===== src/rtl/core/dngr_pkg.sv =====
// ----------------------------------------------------------------------------
// dngr_pkg
// Shared types, constants and the digit glyph table of the glyph renderer.
// ----------------------------------------------------------------------------
package dngr_pkg;

  localparam int BOX_ROWS = 5;
  localparam int BOX_COLS = 11;

  localparam logic [2:0] LAST_ROW = 3'(BOX_ROWS - 1);
  localparam logic [3:0] LAST_COL = 4'(BOX_COLS - 1);

  localparam logic [9:0] MAX_VALUE = 10'd999;

  localparam logic [1:0] REG_INK   = 2'd0;
  localparam logic [1:0] REG_PAPER = 2'd1;
  localparam logic [1:0] REG_CLEAR = 2'd2;

  localparam logic [15:0] INK_RESET   = 16'h0000;
  localparam logic [15:0] PAPER_RESET = 16'hFFFF;
  localparam logic [15:0] CLEAR_RESET = 16'hFFFF;

  localparam logic [1:0] GAP_SUB = 2'd3;

  typedef struct packed {
    logic [9:0] value;
    logic [7:0] origin_row;
    logic [8:0] origin_col;
  } in_item_t;

  typedef struct packed {
    logic [7:0]  pixel_row;
    logic [8:0]  pixel_col;
    logic [15:0] pixel_color;
    logic        last_pixel;
  } out_item_t;

  typedef struct packed {
    logic [2:0][3:0] digits;
    logic [1:0]      ndig;
    logic [7:0]      orow;
    logic [8:0]      ocol;
  } job_t;

  typedef struct packed {
    logic [15:0] ink;
    logic [15:0] paper;
    logic [15:0] clear;
  } cfg_t;

  // rows packed as {row4, row3, row2, row1, row0}, bit c of a row is column c
  function automatic logic [14:0] glyph(input logic [3:0] d);
    logic [14:0] g;
    g = 15'd0;
    unique case (d)
      4'd0:    g = {3'd7, 3'd5, 3'd5, 3'd5, 3'd7};
      4'd1:    g = {3'd7, 3'd2, 3'd2, 3'd3, 3'd2};
      4'd2:    g = {3'd7, 3'd1, 3'd7, 3'd4, 3'd7};
      4'd3:    g = {3'd7, 3'd4, 3'd7, 3'd4, 3'd7};
      4'd4:    g = {3'd4, 3'd4, 3'd7, 3'd5, 3'd5};
      4'd5:    g = {3'd7, 3'd4, 3'd7, 3'd1, 3'd7};
      4'd6:    g = {3'd7, 3'd5, 3'd7, 3'd1, 3'd7};
      4'd7:    g = {3'd4, 3'd4, 3'd4, 3'd4, 3'd7};
      4'd8:    g = {3'd7, 3'd5, 3'd7, 3'd5, 3'd7};
      4'd9:    g = {3'd7, 3'd4, 3'd7, 3'd5, 3'd7};
      default: g = 15'd0;
    endcase
    return g;
  endfunction

endpackage


===== src/rtl/core/dngr_front.sv =====
// ----------------------------------------------------------------------------
// dngr_front
// Accepts numbers, clamps value and origin, splits the value into decimal
// digits over two stages and pushes a drawing job into the queue.
// ----------------------------------------------------------------------------
module dngr_front import dngr_pkg::*; #(
  parameter int SCREEN_HEIGHT = 240,
  parameter int SCREEN_WIDTH  = 320
) (
  input  logic     clk,
  input  logic     rst,
  input  logic     in_valid,
  output logic     in_ready,
  input  in_item_t in_item,
  input  logic     q_ready,
  output logic     q_push,
  output job_t     q_job
);

  localparam logic [10:0] ROW_MAX = 11'(SCREEN_HEIGHT - BOX_ROWS);
  localparam logic [10:0] COL_MAX = 11'(SCREEN_WIDTH - BOX_COLS);

  logic       s1_valid;
  logic [9:0] s1_v;
  logic [3:0] s1_hund;
  logic [6:0] s1_q10;
  logic [7:0] s1_orow;
  logic [8:0] s1_ocol;

  logic        take;
  logic [9:0]  v_cl;
  logic [15:0] prod41;
  logic [17:0] prod205;

  logic [6:0] h10;
  logic [6:0] tens7;
  logic [9:0] q10x10;
  logic [9:0] ones10;
  logic [3:0] tens;
  logic [3:0] ones;

  assign in_ready = !s1_valid || q_ready;
  assign take     = in_valid && in_ready;

  // hundreds and value / 10 by reciprocal multiply
  assign v_cl    = (in_item.value > MAX_VALUE) ? MAX_VALUE : in_item.value;
  assign prod41  = 16'(v_cl) * 16'd41;
  assign prod205 = 18'(v_cl) * 18'd205;

  always_ff @(posedge clk) begin
    if (rst) begin
      s1_valid <= 1'b0;
    end else if (take) begin
      s1_valid <= 1'b1;
    end else if (q_ready) begin
      s1_valid <= 1'b0;
    end
  end

  always_ff @(posedge clk) begin
    if (take) begin
      s1_v    <= v_cl;
      s1_hund <= prod41[15:12];
      s1_q10  <= prod205[17:11];
      s1_orow <= ({3'b000, in_item.origin_row} > ROW_MAX) ? ROW_MAX[7:0]
                                                          : in_item.origin_row;
      s1_ocol <= ({2'b00, in_item.origin_col} > COL_MAX) ? COL_MAX[8:0]
                                                         : in_item.origin_col;
    end
  end

  assign h10    = {3'b000, s1_hund} * 7'd10;
  assign tens7  = s1_q10 - h10;
  assign q10x10 = {3'b000, s1_q10} * 10'd10;
  assign ones10 = s1_v - q10x10;
  assign tens   = tens7[3:0];
  assign ones   = ones10[3:0];

  always_comb begin
    q_job      = '0;
    q_job.orow = s1_orow;
    q_job.ocol = s1_ocol;
    if (s1_hund != 4'd0) begin
      q_job.ndig      = 2'd3;
      q_job.digits[0] = s1_hund;
      q_job.digits[1] = tens;
      q_job.digits[2] = ones;
    end else if (tens != 4'd0) begin
      q_job.ndig      = 2'd2;
      q_job.digits[0] = tens;
      q_job.digits[1] = ones;
    end else begin
      q_job.ndig      = 2'd1;
      q_job.digits[0] = ones;
    end
  end

  assign q_push = s1_valid;

endmodule


===== src/rtl/core/dngr_queue.sv =====
// ----------------------------------------------------------------------------
// dngr_queue
// Short job queue between the front and the pixel back end.
// ----------------------------------------------------------------------------
module dngr_queue import dngr_pkg::*; #(
  parameter int DEPTH = 2
) (
  input  logic clk,
  input  logic rst,
  input  logic push,
  output logic push_ready,
  input  job_t push_job,
  output logic pop_valid,
  input  logic pop,
  output job_t pop_job
);

  localparam int PW = (DEPTH > 1) ? $clog2(DEPTH) : 1;
  localparam int CW = $clog2(DEPTH + 1);
  localparam logic [PW-1:0] PTR_LAST = PW'(DEPTH - 1);
  localparam logic [CW-1:0] CNT_FULL = CW'(DEPTH);

  job_t          slots [DEPTH];
  logic [PW-1:0] wr_ptr;
  logic [PW-1:0] rd_ptr;
  logic [CW-1:0] count;
  logic          do_push;
  logic          do_pop;

  assign push_ready = (count != CNT_FULL);
  assign pop_valid  = (count != '0);
  assign do_push    = push && push_ready;
  assign do_pop     = pop && pop_valid;
  assign pop_job    = slots[rd_ptr];

  always_ff @(posedge clk) begin
    if (rst) begin
      wr_ptr <= '0;
      rd_ptr <= '0;
      count  <= '0;
    end else begin
      if (do_push) begin
        wr_ptr <= (wr_ptr == PTR_LAST) ? '0 : wr_ptr + 1'b1;
      end
      if (do_pop) begin
        rd_ptr <= (rd_ptr == PTR_LAST) ? '0 : rd_ptr + 1'b1;
      end
      if (do_push && !do_pop) begin
        count <= count + 1'b1;
      end else if (do_pop && !do_push) begin
        count <= count - 1'b1;
      end
    end
  end

  always_ff @(posedge clk) begin
    if (do_push) begin
      slots[wr_ptr] <= push_job;
    end
  end

endmodule


===== src/rtl/core/dngr_back.sv =====
// ----------------------------------------------------------------------------
// dngr_back
// Walks the 5 by 11 box of one job and emits one colored pixel per cycle,
// while out_ready does not stall it, through a registered output.
// ----------------------------------------------------------------------------
module dngr_back import dngr_pkg::*; (
  input  logic      clk,
  input  logic      rst,
  input  cfg_t      cfg,
  input  logic      q_valid,
  input  job_t      q_job,
  output logic      q_pop,
  output logic      out_valid,
  input  logic      out_ready,
  output out_item_t out_item
);

  logic [2:0] r_cnt;
  logic [3:0] c_cnt;

  logic        load;
  logic        at_last;
  logic [1:0]  slot;
  logic [1:0]  sub;
  logic [3:0]  digit;
  logic [14:0] gbits;
  logic [2:0]  grow;
  logic        in_cell;
  logic [15:0] color;

  assign load    = q_valid && (!out_valid || out_ready);
  assign at_last = (r_cnt == LAST_ROW) && (c_cnt == LAST_COL);
  assign q_pop   = load && at_last;

  assign slot = c_cnt[3:2];
  assign sub  = c_cnt[1:0];

  always_comb begin
    unique case (slot)
      2'd0:    digit = q_job.digits[0];
      2'd1:    digit = q_job.digits[1];
      2'd2:    digit = q_job.digits[2];
      default: digit = 4'd0;
    endcase
  end

  assign gbits = glyph(digit);

  always_comb begin
    unique case (r_cnt)
      3'd0:    grow = gbits[2:0];
      3'd1:    grow = gbits[5:3];
      3'd2:    grow = gbits[8:6];
      3'd3:    grow = gbits[11:9];
      3'd4:    grow = gbits[14:12];
      default: grow = 3'd0;
    endcase
  end

  assign in_cell = (sub != GAP_SUB) && (slot < q_job.ndig);

  always_comb begin
    if (!in_cell) begin
      color = cfg.clear;
    end else if (grow[sub]) begin
      color = cfg.ink;
    end else begin
      color = cfg.paper;
    end
  end

  always_ff @(posedge clk) begin
    if (rst) begin
      r_cnt     <= '0;
      c_cnt     <= '0;
      out_valid <= 1'b0;
    end else begin
      if (load) begin
        out_valid <= 1'b1;
        if (c_cnt == LAST_COL) begin
          c_cnt <= '0;
          r_cnt <= at_last ? '0 : r_cnt + 1'b1;
        end else begin
          c_cnt <= c_cnt + 1'b1;
        end
      end else if (out_ready) begin
        out_valid <= 1'b0;
      end
    end
  end

  always_ff @(posedge clk) begin
    if (load) begin
      out_item.pixel_row   <= q_job.orow + 8'(r_cnt);
      out_item.pixel_col   <= q_job.ocol + 9'(c_cnt);
      out_item.pixel_color <= color;
      out_item.last_pixel  <= at_last;
    end
  end

  a_cnt_range: assert property (@(posedge clk) disable iff (rst)
    (r_cnt <= LAST_ROW) && (c_cnt <= LAST_COL))
    else $error("pixel counter out of range");

  a_last_rewinds: assert property (@(posedge clk) disable iff (rst)
    (out_valid && out_item.last_pixel) |-> (r_cnt == '0 && c_cnt == '0))
    else $error("counters not rewound after last pixel");

  a_mid_box: assert property (@(posedge clk) disable iff (rst)
    (out_valid && !out_item.last_pixel) |-> (r_cnt != '0 || c_cnt != '0))
    else $error("counters rewound before last pixel");

endmodule


===== src/rtl/core/decimal_number_glyph_renderer.sv =====
// ----------------------------------------------------------------------------
// decimal_number_glyph_renderer
// Draws a number from 0 to 999 as up to three 3x5 digit glyphs into a
// 5 by 11 pixel box and emits the 55 box pixels in row-major order.
//
//   channel  direction  handshake              payload
//   in       input      in_valid / in_ready    in_item   (value, origin)
//   out      output     out_valid / out_ready  out_item  (pixel, color, last)
//   cfg      input      cfg_wr_en              cfg_index, cfg_data
//
// Pixels come one per cycle from the box walk counter in the back end while
// out_ready does not stall it; a job passes the front stage register and
// the job queue before its first pixel.
// A two-entry job queue lets the front take the next item while a box is still
// drawn; out_ready low stalls the back end, and the front once the queue is full.
// Reset clears the pipeline and the queue and sets the colors to their
// defaults: ink 0x0000, paper and clear 0xFFFF.
// ----------------------------------------------------------------------------
module decimal_number_glyph_renderer import dngr_pkg::*; #(
  parameter int SCREEN_HEIGHT = 240,
  parameter int SCREEN_WIDTH  = 320
) (
  input  logic        clk,
  input  logic        rst,
  input  logic        in_valid,
  output logic        in_ready,
  input  in_item_t    in_item,
  output logic        out_valid,
  input  logic        out_ready,
  output out_item_t   out_item,
  input  logic        cfg_wr_en,
  input  logic [1:0]  cfg_index,
  input  logic [15:0] cfg_data
);

  cfg_t cfg;
  logic q_push;
  logic q_ready;
  job_t q_in_job;
  logic q_valid;
  logic q_pop;
  job_t q_out_job;

  always_ff @(posedge clk) begin
    if (rst) begin
      cfg.ink   <= INK_RESET;
      cfg.paper <= PAPER_RESET;
      cfg.clear <= CLEAR_RESET;
    end else if (cfg_wr_en) begin
      unique case (cfg_index)
        REG_INK:   cfg.ink   <= cfg_data;
        REG_PAPER: cfg.paper <= cfg_data;
        REG_CLEAR: cfg.clear <= cfg_data;
        default: ;
      endcase
    end
  end

  dngr_front #(
    .SCREEN_HEIGHT(SCREEN_HEIGHT),
    .SCREEN_WIDTH (SCREEN_WIDTH)
  ) u_front (
    .clk     (clk),
    .rst     (rst),
    .in_valid(in_valid),
    .in_ready(in_ready),
    .in_item (in_item),
    .q_ready (q_ready),
    .q_push  (q_push),
    .q_job   (q_in_job)
  );

  dngr_queue #(
    .DEPTH(2)
  ) u_queue (
    .clk       (clk),
    .rst       (rst),
    .push      (q_push),
    .push_ready(q_ready),
    .push_job  (q_in_job),
    .pop_valid (q_valid),
    .pop       (q_pop),
    .pop_job   (q_out_job)
  );

  dngr_back u_back (
    .clk      (clk),
    .rst      (rst),
    .cfg      (cfg),
    .q_valid  (q_valid),
    .q_job    (q_out_job),
    .q_pop    (q_pop),
    .out_valid(out_valid),
    .out_ready(out_ready),
    .out_item (out_item)
  );

endmodule


===== config.mk =====
export PLATFORM = sky130hd
export DESIGN_NAME = decimal_number_glyph_renderer
export DESIGN_NICKNAME = d
export VERILOG_FILES = /design/src/rtl/core/dngr_pkg.sv /design/src/rtl/core/dngr_front.sv /design/src/rtl/core/dngr_queue.sv /design/src/rtl/core/dngr_back.sv /design/src/rtl/core/decimal_number_glyph_renderer.sv
export SDC_FILE = /design/constraint.sdc
export NUM_CORES = 1
export LEC_CHECK = 0
export BUFFER_PORTS_ARGS = -buffer_cell sky130_fd_sc_hd__buf_2
export CAP_MARGIN = 20
export CORE_MARGIN = 2
export CORE_UTILIZATION = 60
export CTS_CLUSTER_DIAMETER = 150
export CTS_CLUSTER_SIZE = 25
export DETAILED_ROUTE_END_ITERATION = 8
export PLACE_DENSITY = 0.8
export SYNTH_ARGS = -nofsm -noshare
export SYNTH_HDL_FRONTEND = slang
export SYNTH_SLANG_ARGS = --single-unit

===== constraint.sdc =====
create_clock -name clk -period 6.05 [get_ports clk]
set_input_delay 0.3025 -clock clk [delete_from_list [all_inputs] [get_ports clk]]
set_output_delay 0.3025 -clock clk [all_outputs]
set_load 0.03 [all_outputs]

; ---- Yosys cells after proc, flatten, opt, wreduce, memory -nomap -nowiden
; Memory sizes are Yosys's and may differ from the RTL's. A register that Yosys moved wholly into a read port is not among the register bits.
; Index checks and enable logic that the tools add are counted.
; W data, S select, Z words.
[classes]
add_sub_neg = 10
mul = 4
order_cmp = 5
n_eq_ne = 11
n_mux = 25
n_reduce_logical = 28
[op_table]
columns = cell, count
row1 = $mux W16, 2
row2 = $mux W10, 2
row3 = $mul A10 B8 Y18 const B, 1
row4 = $mul A10 B6 Y16 const B, 1
row5 = $pmux W3 S5, 1
row6 = $mux W4, 3
row7 = $pmux W4 S3, 1
row8 = $mux W1, 11
row9 = $gt A10 B10 Y1 const B, 1
row10 = $add A9 B4 Y9, 1
row11 = $gt A9 B9 Y1 const B, 1
row12 = $logic_and A1 B1 Y1, 9
row13 = $add A8 B3 Y8, 1
row14 = $gt A8 B8 Y1 const B, 1
row15 = $reduce_and A2 Y1, 4
row16 = $reduce_bool A2 Y1, 4
row17 = $reduce_bool A4 Y1, 2
row18 = $sub A4 B4 Y4, 2
row19 = $mul A7 B3 Y3 const B, 1
row20 = $eq A3 B2 Y1 const B, 2
row21 = $mux W6, 1
row22 = $add A4 B1 Y4 const B, 1
row23 = $eq A2 B1 Y1 const B, 2
row24 = $eq A2 B2 Y1 const B, 2
row25 = other kinds (18), 26
[word_totals]
reg_bits = 127
ram_bits = 62
rom_bits = 240
inputBits = 50
wordCells = 104
mem_count = 2
[memory_table]
columns = memory, depth, width, read_ports, rd_ports_with_merged_regs, write_ports, line
row1 = (name not given), 16, 15, 1, 0, 0, dngr_pkg.sv:55  ; unique case (d)
row2 = u_queue.slots, 2, 31, 1, 1, 1, dngr_queue.sv:23  ; job_t slots [DEPTH];

; ---- Logic depth before layout (Yosys ltp)
; Gate-level depths: netlist of run 1.
[depth]
depth_word = 8
depth_mapped = 18
mapped_depth_nobuf = 18

; ---- Modules after synthesis
; From an unflattened synthesis of run 1, not the netlist that was laid out.
[unflattened]
cells_unflattened = 932
area_unflattened_um2 = 10649.0
[by_module_without_submodules]
columns = mod, instances, cells_per_inst, area_per_inst_um2, seq_area_each_um2
row1 = dngr_front, 1, 326, 3345.7, 890.9
row2 = dngr_back, 1, 292, 2897.8, 1181.1
row3 = dngr_queue, 1, 120, 2448.6, 1961.9
row4 = decimal_number_glyph_renderer, 1, 194, 1956.9, 960.9

; ---- Worst setup path after synthesis of run 1
; OpenSTA, ideal clock, no wires.
[synth_path]
path_kind = input to register
from = input port in_item[20] (netlist bit)
to = register u_front.s1_q10[3], data pin
setup_ps = 260
t_arrival_ps = 4114
setup_slack_ps = 1676
stages = 18
n_path_buf = 0
cell_sequence = o21ai_0 -> nor2_1 -> or2_2 -> ha_1 -> inv_1 -> fa_1 -> inv_1 -> fa_1 -> inv_1 -> fa_1 -> inv_1 -> ha_1 -> and2_1 -> o21ai_0 -> o21ai_0 -> o41ai_1 -> o21bai_1 -> xnor2_1
[synth_via]
elab_chain_len = 3
[synth_rtl]
columns = item, line
row1 = from (decl), decimal_number_glyph_renderer.sv:27  ; input in_item_t in_item,
row2 = $gt A10 B10 Y1, dngr_front.sv:46  ; assign v_cl = (in_item.value > MAX_VALUE) ? MAX_VALUE : in_item.value;
row3 = $mux W10 (*), dngr_front.sv:46
row4 = $mul A10 B8 Y18 (*), dngr_front.sv:48  ; assign prod205 = 18'(v_cl) * 18'd205;
row5 = named net u_front.prod205[14], dngr_front.sv:33  ; logic [17:0] prod205;
row6 = to (signal assigned), dngr_front.sv:64  ; s1_q10 <= prod205[17:11];
row7 = to (decl), dngr_front.sv:26  ; logic [6:0] s1_q10;
; Mark *: on every way through the listed nets, which the timed path passes. The rest lies on a longest branch.
; A chain may end at the register's enable or synchronous reset.

; ---- Final worst setup path of run 1
[layout_path]
from = input port in_item[26] (netlist bit)
to = register u_front.s1_q10[3], data pin
[layout_via]
elab_chain_len = 3
[layout_rtl]
columns = item, line
row1 = $gt A10 B10 Y1, dngr_front.sv:46
row2 = $mux W10, dngr_front.sv:46
row3 = named net u_front.v_cl[3], dngr_front.sv:31  ; logic [9:0] v_cl;
row4 = $mul A10 B8 Y18, dngr_front.sv:48
row5 = named net u_front.prod205[14], dngr_front.sv:33
; The timed path passes the listed nets, and every way through them passes these cells.

==> summary.txt, run 1 <==
Worst setup path
  – Crit start category: primary input
  – Setup crit end kind: flop
  – Crit path max-delay family: adder cells
  – Critical path peak fanout: 7
  – Critical Path RT: 6.24 ns
  – Highest-delay cell along the critical path: fa_1
  – Critical Path AT: 4.74 ns
  – Crit-path max cell delay: around 0.53 ns
  – Bufs and invs on worst path: 5
  – Most frequent cell on the critical path: inv_1
  – Worst setup path class: in2reg
  – CP cell instances: buf_2 > nand4_1 > nor2_1 > nor2b_1 > ha_1 > inv_1 > fa_1 > inv_1 > fa_1 > inv_1 > fa_1 > inv_1 > ha_1 > and2_1 > o21ai_0 > o21ai_0 > o41ai_1 > o21bai_1 > xnor2_1

GRT
  – Largest net degree at the start of global routing: 63
  – Grt ovf: 0
  – Initial antenna violation count: 0
  – Number of global-route vias before repair: 7058
  – Wire length of the first global-routing pass: 34000 µm
  – GRT Total Usage: 24.0%

Final layout
  – Fin util: 68.8%
  – Fin area: 11400 µm²
  – Share of cells above drive strength 1: 15.8%
  – Multi-input logic area: 4670 µm²
  – Layout Area Growth over Synthesis: 11.9%
  – Inserted Diodes: 0
  – Filler instances: between 1000 and 1500
  – Final Net Count: 1171
  – Reg area: about 5000 µm²

Die
  – CORE AREA: 16600 µm²
  – Die Area: 18100 µm²
  – Row count: 47
  – Io pins: 86
  – Die extent in x: ~130 µm
  – Die height: 134 µm
  – Starting Density: 61.5%

Power
  – Reg power frac: about 44%
  – Total Power: around 3.7 mW
  – Clock group share of total power: 30.2%
  – Worst vdd ir: 0.324 mV
  – Combinational share of power: 26.2%
  – Internal power: roughly 2.5 mW
  – Switching part of the total: 32.5%
  – Leak Pwr: 4.87 nW
  – P_sw: 1.20 mW
  – Power per cell area: around 320 nW/µm²

Timing
  – Period utilization: 75.1%
  – FMAX: 220 MHz
  – Relative slew slack: 34.6%
  – Clock Skew: between 0.01 and 0.015 ns
  – Tightest Pin Transition: 0.981 ns
  – Final setup viols: 0
  – Fin Setup TNS: 0 ns
  – Tmin final: about 4.5 ns
  – RSZ-0062 raised after global routing: no
  – Final Slew Violations: 0
  – Final-report hold violation count: 0

Synth
  – Synth area leaders: edfxtp_1 (37%), dfxtp_1 (12%), ha_1 (11%)
  – Share of the synthesized area in the top cell type: 36.8%
  – Async S/R FF share, synth: 0%
  – Post-synthesis net count: between 1000 and 1500
  – Post-synthesis sequential area ratio: 49.0%
  – Mean Syn Cell Area: roughly 11 µm²
  – Synth cell types: roughly 60
  – Number of flops mapped to enable cells by yosys: 125
  – Top FF cell, synth: edfxtp_1
  – Post-Syn Area: 10200 µm²
  – Synth Warn #: 0
  – #FFs+latches synth: approximately 190
  – Largest area contributor in the netlist: edfxtp_1
  – Synth Instances: between 900 and 1000

Drt
  – Via/cell ratio: 5.63
  – Initial DRC count: 598
  – Via count: 6970
  – DRC viols: 0
  – DRT antenna net count: 0
  – TritonRoute pass-1 iters: 6
  – Routed len/inst: 16.5 µm
  – Final WL: 20400 µm

Placement
  – Number of I/O port buffers: 85
  – Placed Area: roughly 11000 µm²
  – Hpwl dp: around 14000 µm
  – GPL Wtd Cong: approximately 0.88

CTS
  – CTS Hold Bufs: 0
  – Post-CTS Resized: 0
  – CTS clk-pin slew, worst paths: 0.08 ns
  – Num CTS Buffers: 17
  – Worst-Skew Late Latency: 0.45 ns
  – Num Clock Sinks: approximately 190
  – H-Tree Depth: 4
  – CTS tree: yes
  – Clock buffer depth: 2
  – CTS Root Cell: clkbuf_16
  – Post-CTS Setup Bufs: 0

Run status
  – Status: complete, no violations

Run
  – Max-cap violations: 0

Worst hold path
  – Hold WC Path Type: in2reg
[kinds of logic after synthesis]
logic type | after synthesis | share of synthesized area (%)
AND/OR/NAND/NOR | 295 | 14.2
flip-flops | 187 | 49.0
buffers and inverters | 139 | 5.42
AO/OA/AOI/OAI | 135 | 8.83
adder cells (fa/ha/maj) | 116 | 16.0
XOR/XNOR | 37 | 3.18
multiplexers | 27 | 3.37
[sequential cells by signal (all words and copies together), names as in the netlist, 3 cells and up, named ones only]
signal,cells
cfg,48
u_back.c_cnt,4
u_back.out_item,34
u_back.r_cnt,3
u_front.s1_hund,4
u_front.s1_ocol,9
u_front.s1_orow,8
u_front.s1_q10,4
u_front.s1_v,4
u_queue.slots,62
[layout make-up]
class / instances / area share, %
Sequential cell: 187 / 43.8
Timing Repair Buffer: 94 / 4.35
Clock buffer: 17 / 3.73
Clock inverter: 15 / 1.69
Tap cell: 220 / 2.41
Multi-Input combinational cell: 610 / 40.9
Inverter: 95 / 3.12
[power groups by stage]
stage / clock network (mW) / logic [mW] / registers, mW
after floorplan: 0 / 0.667 / 1.68
after global placement: 0 / 0.929 / 1.63
after detailed placement: 0 / 0.956 / 1.64
after CTS: 1.13 / 0.967 / 1.61
after global routing: 1.18 / 1.11 / 1.62
final: 1.12 / 0.966 / 1.61
[through the flow]
| stage | hold slack, ns | instances | setup WS, ns |
|---|---|---|---|
| final | 0.0468 | 1238 | 1.50 |
| after floorplan | 0.421 | 936 | 1.68 |
| after detailed placement | 0.429 | 1204 | 1.07 |
| after CTS | 0.0279 | 1236 | 1.54 |
| after global placement | 0.422 | 1204 | 1.22 |
| after global routing | 0.0318 | 1238 | 1.15 |
[metal layers]
layer / part of all wire (%) / wire (µm) / global-route usage, % / vias to the layer above
met4: 1.8 / 362 / 9.42 / 0
met2: 49 / 10100 / 40.3 / 215
met5: 0 / 0 / 0 / -
li1: - / - / - / 3417
met3: 4.9 / 1010 / 4.16 / 33
met1: 44 / 8940 / 31.3 / 3305
[cell usage after synthesis (3+ instances only)]
| cell | instances |
|---|---|
| edfxtp_1 | 125 |
| nand2_1 | 125 |
| inv_1 | 94 |
| ha_1 | 92 |
| dfxtp_1 | 62 |
| nor2_1 | 46 |
| a21oi_1 | 40 |
| nand3b_1 | 36 |
| clkbuf_1 | 35 |
| xnor2_1 | 25 |
| fa_1 | 24 |
| o31ai_1 | 19 |
| a31oi_1 | 18 |
| nand4_1 | 18 |
| nor2b_1 | 17 |
| o21ai_0 | 14 |
| xor2_1 | 12 |
| a21o_1 | 10 |
| mux2_2 | 10 |
| mux2i_1 | 10 |
| nand3_1 | 10 |
| nor3_1 | 9 |
| or2_2 | 8 |
| and2_1 | 6 |
| nand2b_1 | 6 |
| a22oi_1 | 4 |
| buf_2 | 4 |
| mux4_2 | 4 |
| o211ai_1 | 4 |
| or3_1 | 4 |
| buf_6 | 3 |
[layout by cell type (no fill, tap or decap), types with 4 or more instances in the layout]
master | Yosys | final
dfxtp_1 | 62 | 62
nor3_1 | 9 | 9
edfxtp_1 | 125 | 125
mux2_2 | 10 | 10
nand4_1 | 18 | 18
a22oi_1 | 4 | 4
buf_2 | 4 | 85
o31ai_1 | 19 | 19
o211ai_1 | 4 | 4
nand3_1 | 10 | 10
or2_2 | 8 | 8
nand3b_1 | 36 | 36
buf_4 | 1 | 8
clkinv_8 | 0 | 7
nor2_1 | 46 | 45
fa_1 | 24 | 24
inv_1 | 94 | 94
and2_1 | 6 | 6
o21ai_0 | 14 | 14
nor2b_1 | 17 | 17
inv_8 | 0 | 4
a21oi_1 | 40 | 40
or3_1 | 4 | 4
nand2b_1 | 6 | 6
xor2_1 | 12 | 12
xnor2_1 | 25 | 25
mux2i_1 | 10 | 10
nand2_1 | 125 | 125
a31oi_1 | 18 | 18
a21o_1 | 10 | 10
ha_1 | 92 | 92
clkbuf_16 | 0 | 17
mux4_2 | 4 | 4
[final timing paths]
path / start / end / slack (ns) / cells past startpoint
min: in_item[16] / u_front.s1_orow[7] / 0.05 / 1
max: in_item[26] / u_front.s1_q10[3] / 1.50 / 19
max reg2reg: flop / u_back.out_item[15] / 2.28 / 11
min reg2reg: u_front.s1_ocol[6] / u_queue.slots[1][6] / 0.45 / 0
(Power assumes the default switching activity.)
==> run 2: changes to the inputs <==
==> constraint.sdc (replaced) <==
create_clock -name clk -period 4.4 [get_ports clk]
set_input_delay 0.22 -clock clk [delete_from_list [all_inputs] [get_ports clk]]
set_output_delay 0.22 -clock clk [all_outputs]
set_load 0.03 [all_outputs]
==> summary.txt, run 2 (synthesized netlist as in run 1, its figures left out) <==
Final layout
  – Fin cells: roughly 1300
  – Largest Register: u_queue.slots
  – Largest register FFs: 62
  – Layout Area Growth over Synthesis: 14.1%
  – Reg area: approximately 5000 µm²
  – Final Net Count: 1197
  – Filler instances: 1182
  – Multi-input logic area: 4680 µm²
  – Most frequent cells in the layout: nand2_1 (125), edfxtp_1 (125), inv_1 (94)
  – Top flop regs: u_queue.slots (62), cfg (48), u_back.out_item (34)
  – Fin util: 70.2%
  – Share of cells above drive strength 1: 17.6%
  – Inserted Diodes: 0

Placement
  – Place WS: -0.164 ns
  – Number of I/O port buffers: 85
  – GPL Wtd Cong: 0.900
  – Placed Cells: 1226
  – Hpwl dp: 14300 µm

Worst setup path
  – Crit path max-delay family: adder cells
  – Crit-path max cell delay: about 0.52 ns
  – Most frequent cell on the critical path: ha_1
  – Critical Path RT: ~4.6 ns
  – Critical Path AT: 4.23 ns
  – Worst setup path class: in2reg
  – Highest-delay cell along the critical path: fa_1
  – Bufs and invs on worst path: 4
  – Crit start category: primary input
  – CP cell instances: buf_2 > o21ai_0 > nor2_1 > buf_4 > or2_2 > ha_1 > xor2_1 > ha_1 > a21o_1 > fa_1 > inv_1 > fa_1 > inv_1 > ha_1 > and2_1 > o21ai_0 > o21ai_1 > o41ai_2 > o21bai_1 > xnor2_1
  – Setup crit end kind: flop
  – Critical path peak fanout: 4
  – FF-to-FF setup slack: 0.61 ns

Die
  – Row count: 47
  – Starting Density: between 60 and 70%
  – Die height: 134 µm
  – Die Area: about 18000 µm²
  – CORE AREA: between 15000 and 20000 µm²
  – Die extent in x: 134 µm
  – Io pins: 86

CTS
  – Post-CTS Setup Bufs: 0
  – Worst-Skew Late Latency: between 0.4 and 0.5 ns
  – CTS Root Cell: clkbuf_16
  – Clock buffer depth: 2
  – CTS clk-pin slew, worst paths: approximately 0.090 ns
  – H-Tree Depth: 4
  – Num CTS Buffers: 17
  – Num Clock Sinks: 187
  – CTS tree: yes

Drt
  – Final WL: 20900 µm
  – TritonRoute pass-1 iters: 5
  – Routed len/inst: 16.5 µm
  – DRT antenna net count: 0
  – Via count: 7195
  – Via/cell ratio: 5.69
  – Initial DRC count: 580
  – DRC viols: 0

Worst hold path
  – Hold WC Path Type: in2reg

Timing
  – Fin Setup TNS: 0 ns
  – Post-route setup slack: 0.356 ns
  – Final Slew Violations: 0
  – Tmin final: 4.04 ns
  – Relative slew slack: 34.6%
  – Clock Skew: 0.0146 ns
  – Final-report hold violation count: 0
  – Period utilization: 91.9%
  – Tightest Pin Transition: 0.981 ns
  – Hold_ws: 0.0120 ns
  – RSZ-0062 raised after global routing: no
  – Final setup viols: 0
  – FMAX: 247 MHz

Power
  – Power per cell area: 445 nW/µm²
  – Worst vdd ir: 0.296 mV
  – Leak Pwr: 5.00 nW

GRT
  – Wire length of the first global-routing pass: 34800 µm
  – Largest net degree at the start of global routing: 63
  – GRT Total Usage: approximately a quarter
  – Number of global-route vias before repair: 7261
  – Grt ovf: 0
  – Initial antenna violation count: 0

Run
  – Max-cap violations: 0

Run status
  – Status: complete, no violations
run 2: final cells by class:
| type | count | area share [%] |
|---|---|---|
| clock buffers | 17 | 3.66 |
| clock inverters | 15 | 1.74 |
| inverters | 95 | 3.06 |
| multi-input cells | 610 | 40.2 |
| flip-flops and latches | 187 | 42.9 |
| well taps | 220 | 2.37 |
| repair buffers | 120 | 6.01 |
run 2: path summary, 6_finish.rpt:
check / startpoint / end / cells past startpoint
hold reg to reg: u_front.s1_orow[2] / u_queue.slots[1][11] / 0
hold / removal: in_valid / u_front.q_push / 3
setup reg to reg: flop / u_back.out_item[15] / 9
setup / recovery: in_item[20] / u_front.s1_q10[3] / 20
run 2: per-stage QoR:
stage          area, µm²  total power, mW
2_1_floorplan      10200             3.23
3_3_place_gp       10900             3.55
3_5_place_dp       10900             3.61
4_1_cts            11600             5.18
5_1_grt            11600             5.46
6_report           11600             5.18
run 2: what timing repair did:
action	in CTS	in global routing
hold buffers	4	0
setup endpoints to repair	0	2
resized for setup	0	2
endpoints found under the hold margin	4	0
run 2: worst reg2reg max path, cell delays in order (launching register included):
cell and delay (ns):
dfxtp_1 0.59, mux4_2 0.57, a22oi_1 0.47, inv_1 0.23, ha_1 0.24, a221oi_1 0.26, nor2_1 0.10, o2111ai_2 0.70
nand4_1 0.18, a31oi_1 0.28
run 2: where the power goes:
group	leakage (nW)	internal (mW)	switching, mW
sequential	1.68	2.13	0.0854
clock	0.300	0.787	0.794
combinational	3.02	0.553	0.831
run 2: layer usage:
metal,track usage [%],routed length (µm)
met3,3.85,1250
met2,40.9,10400
met5,0,0
met1,32.3,8920
met4,8.60,343
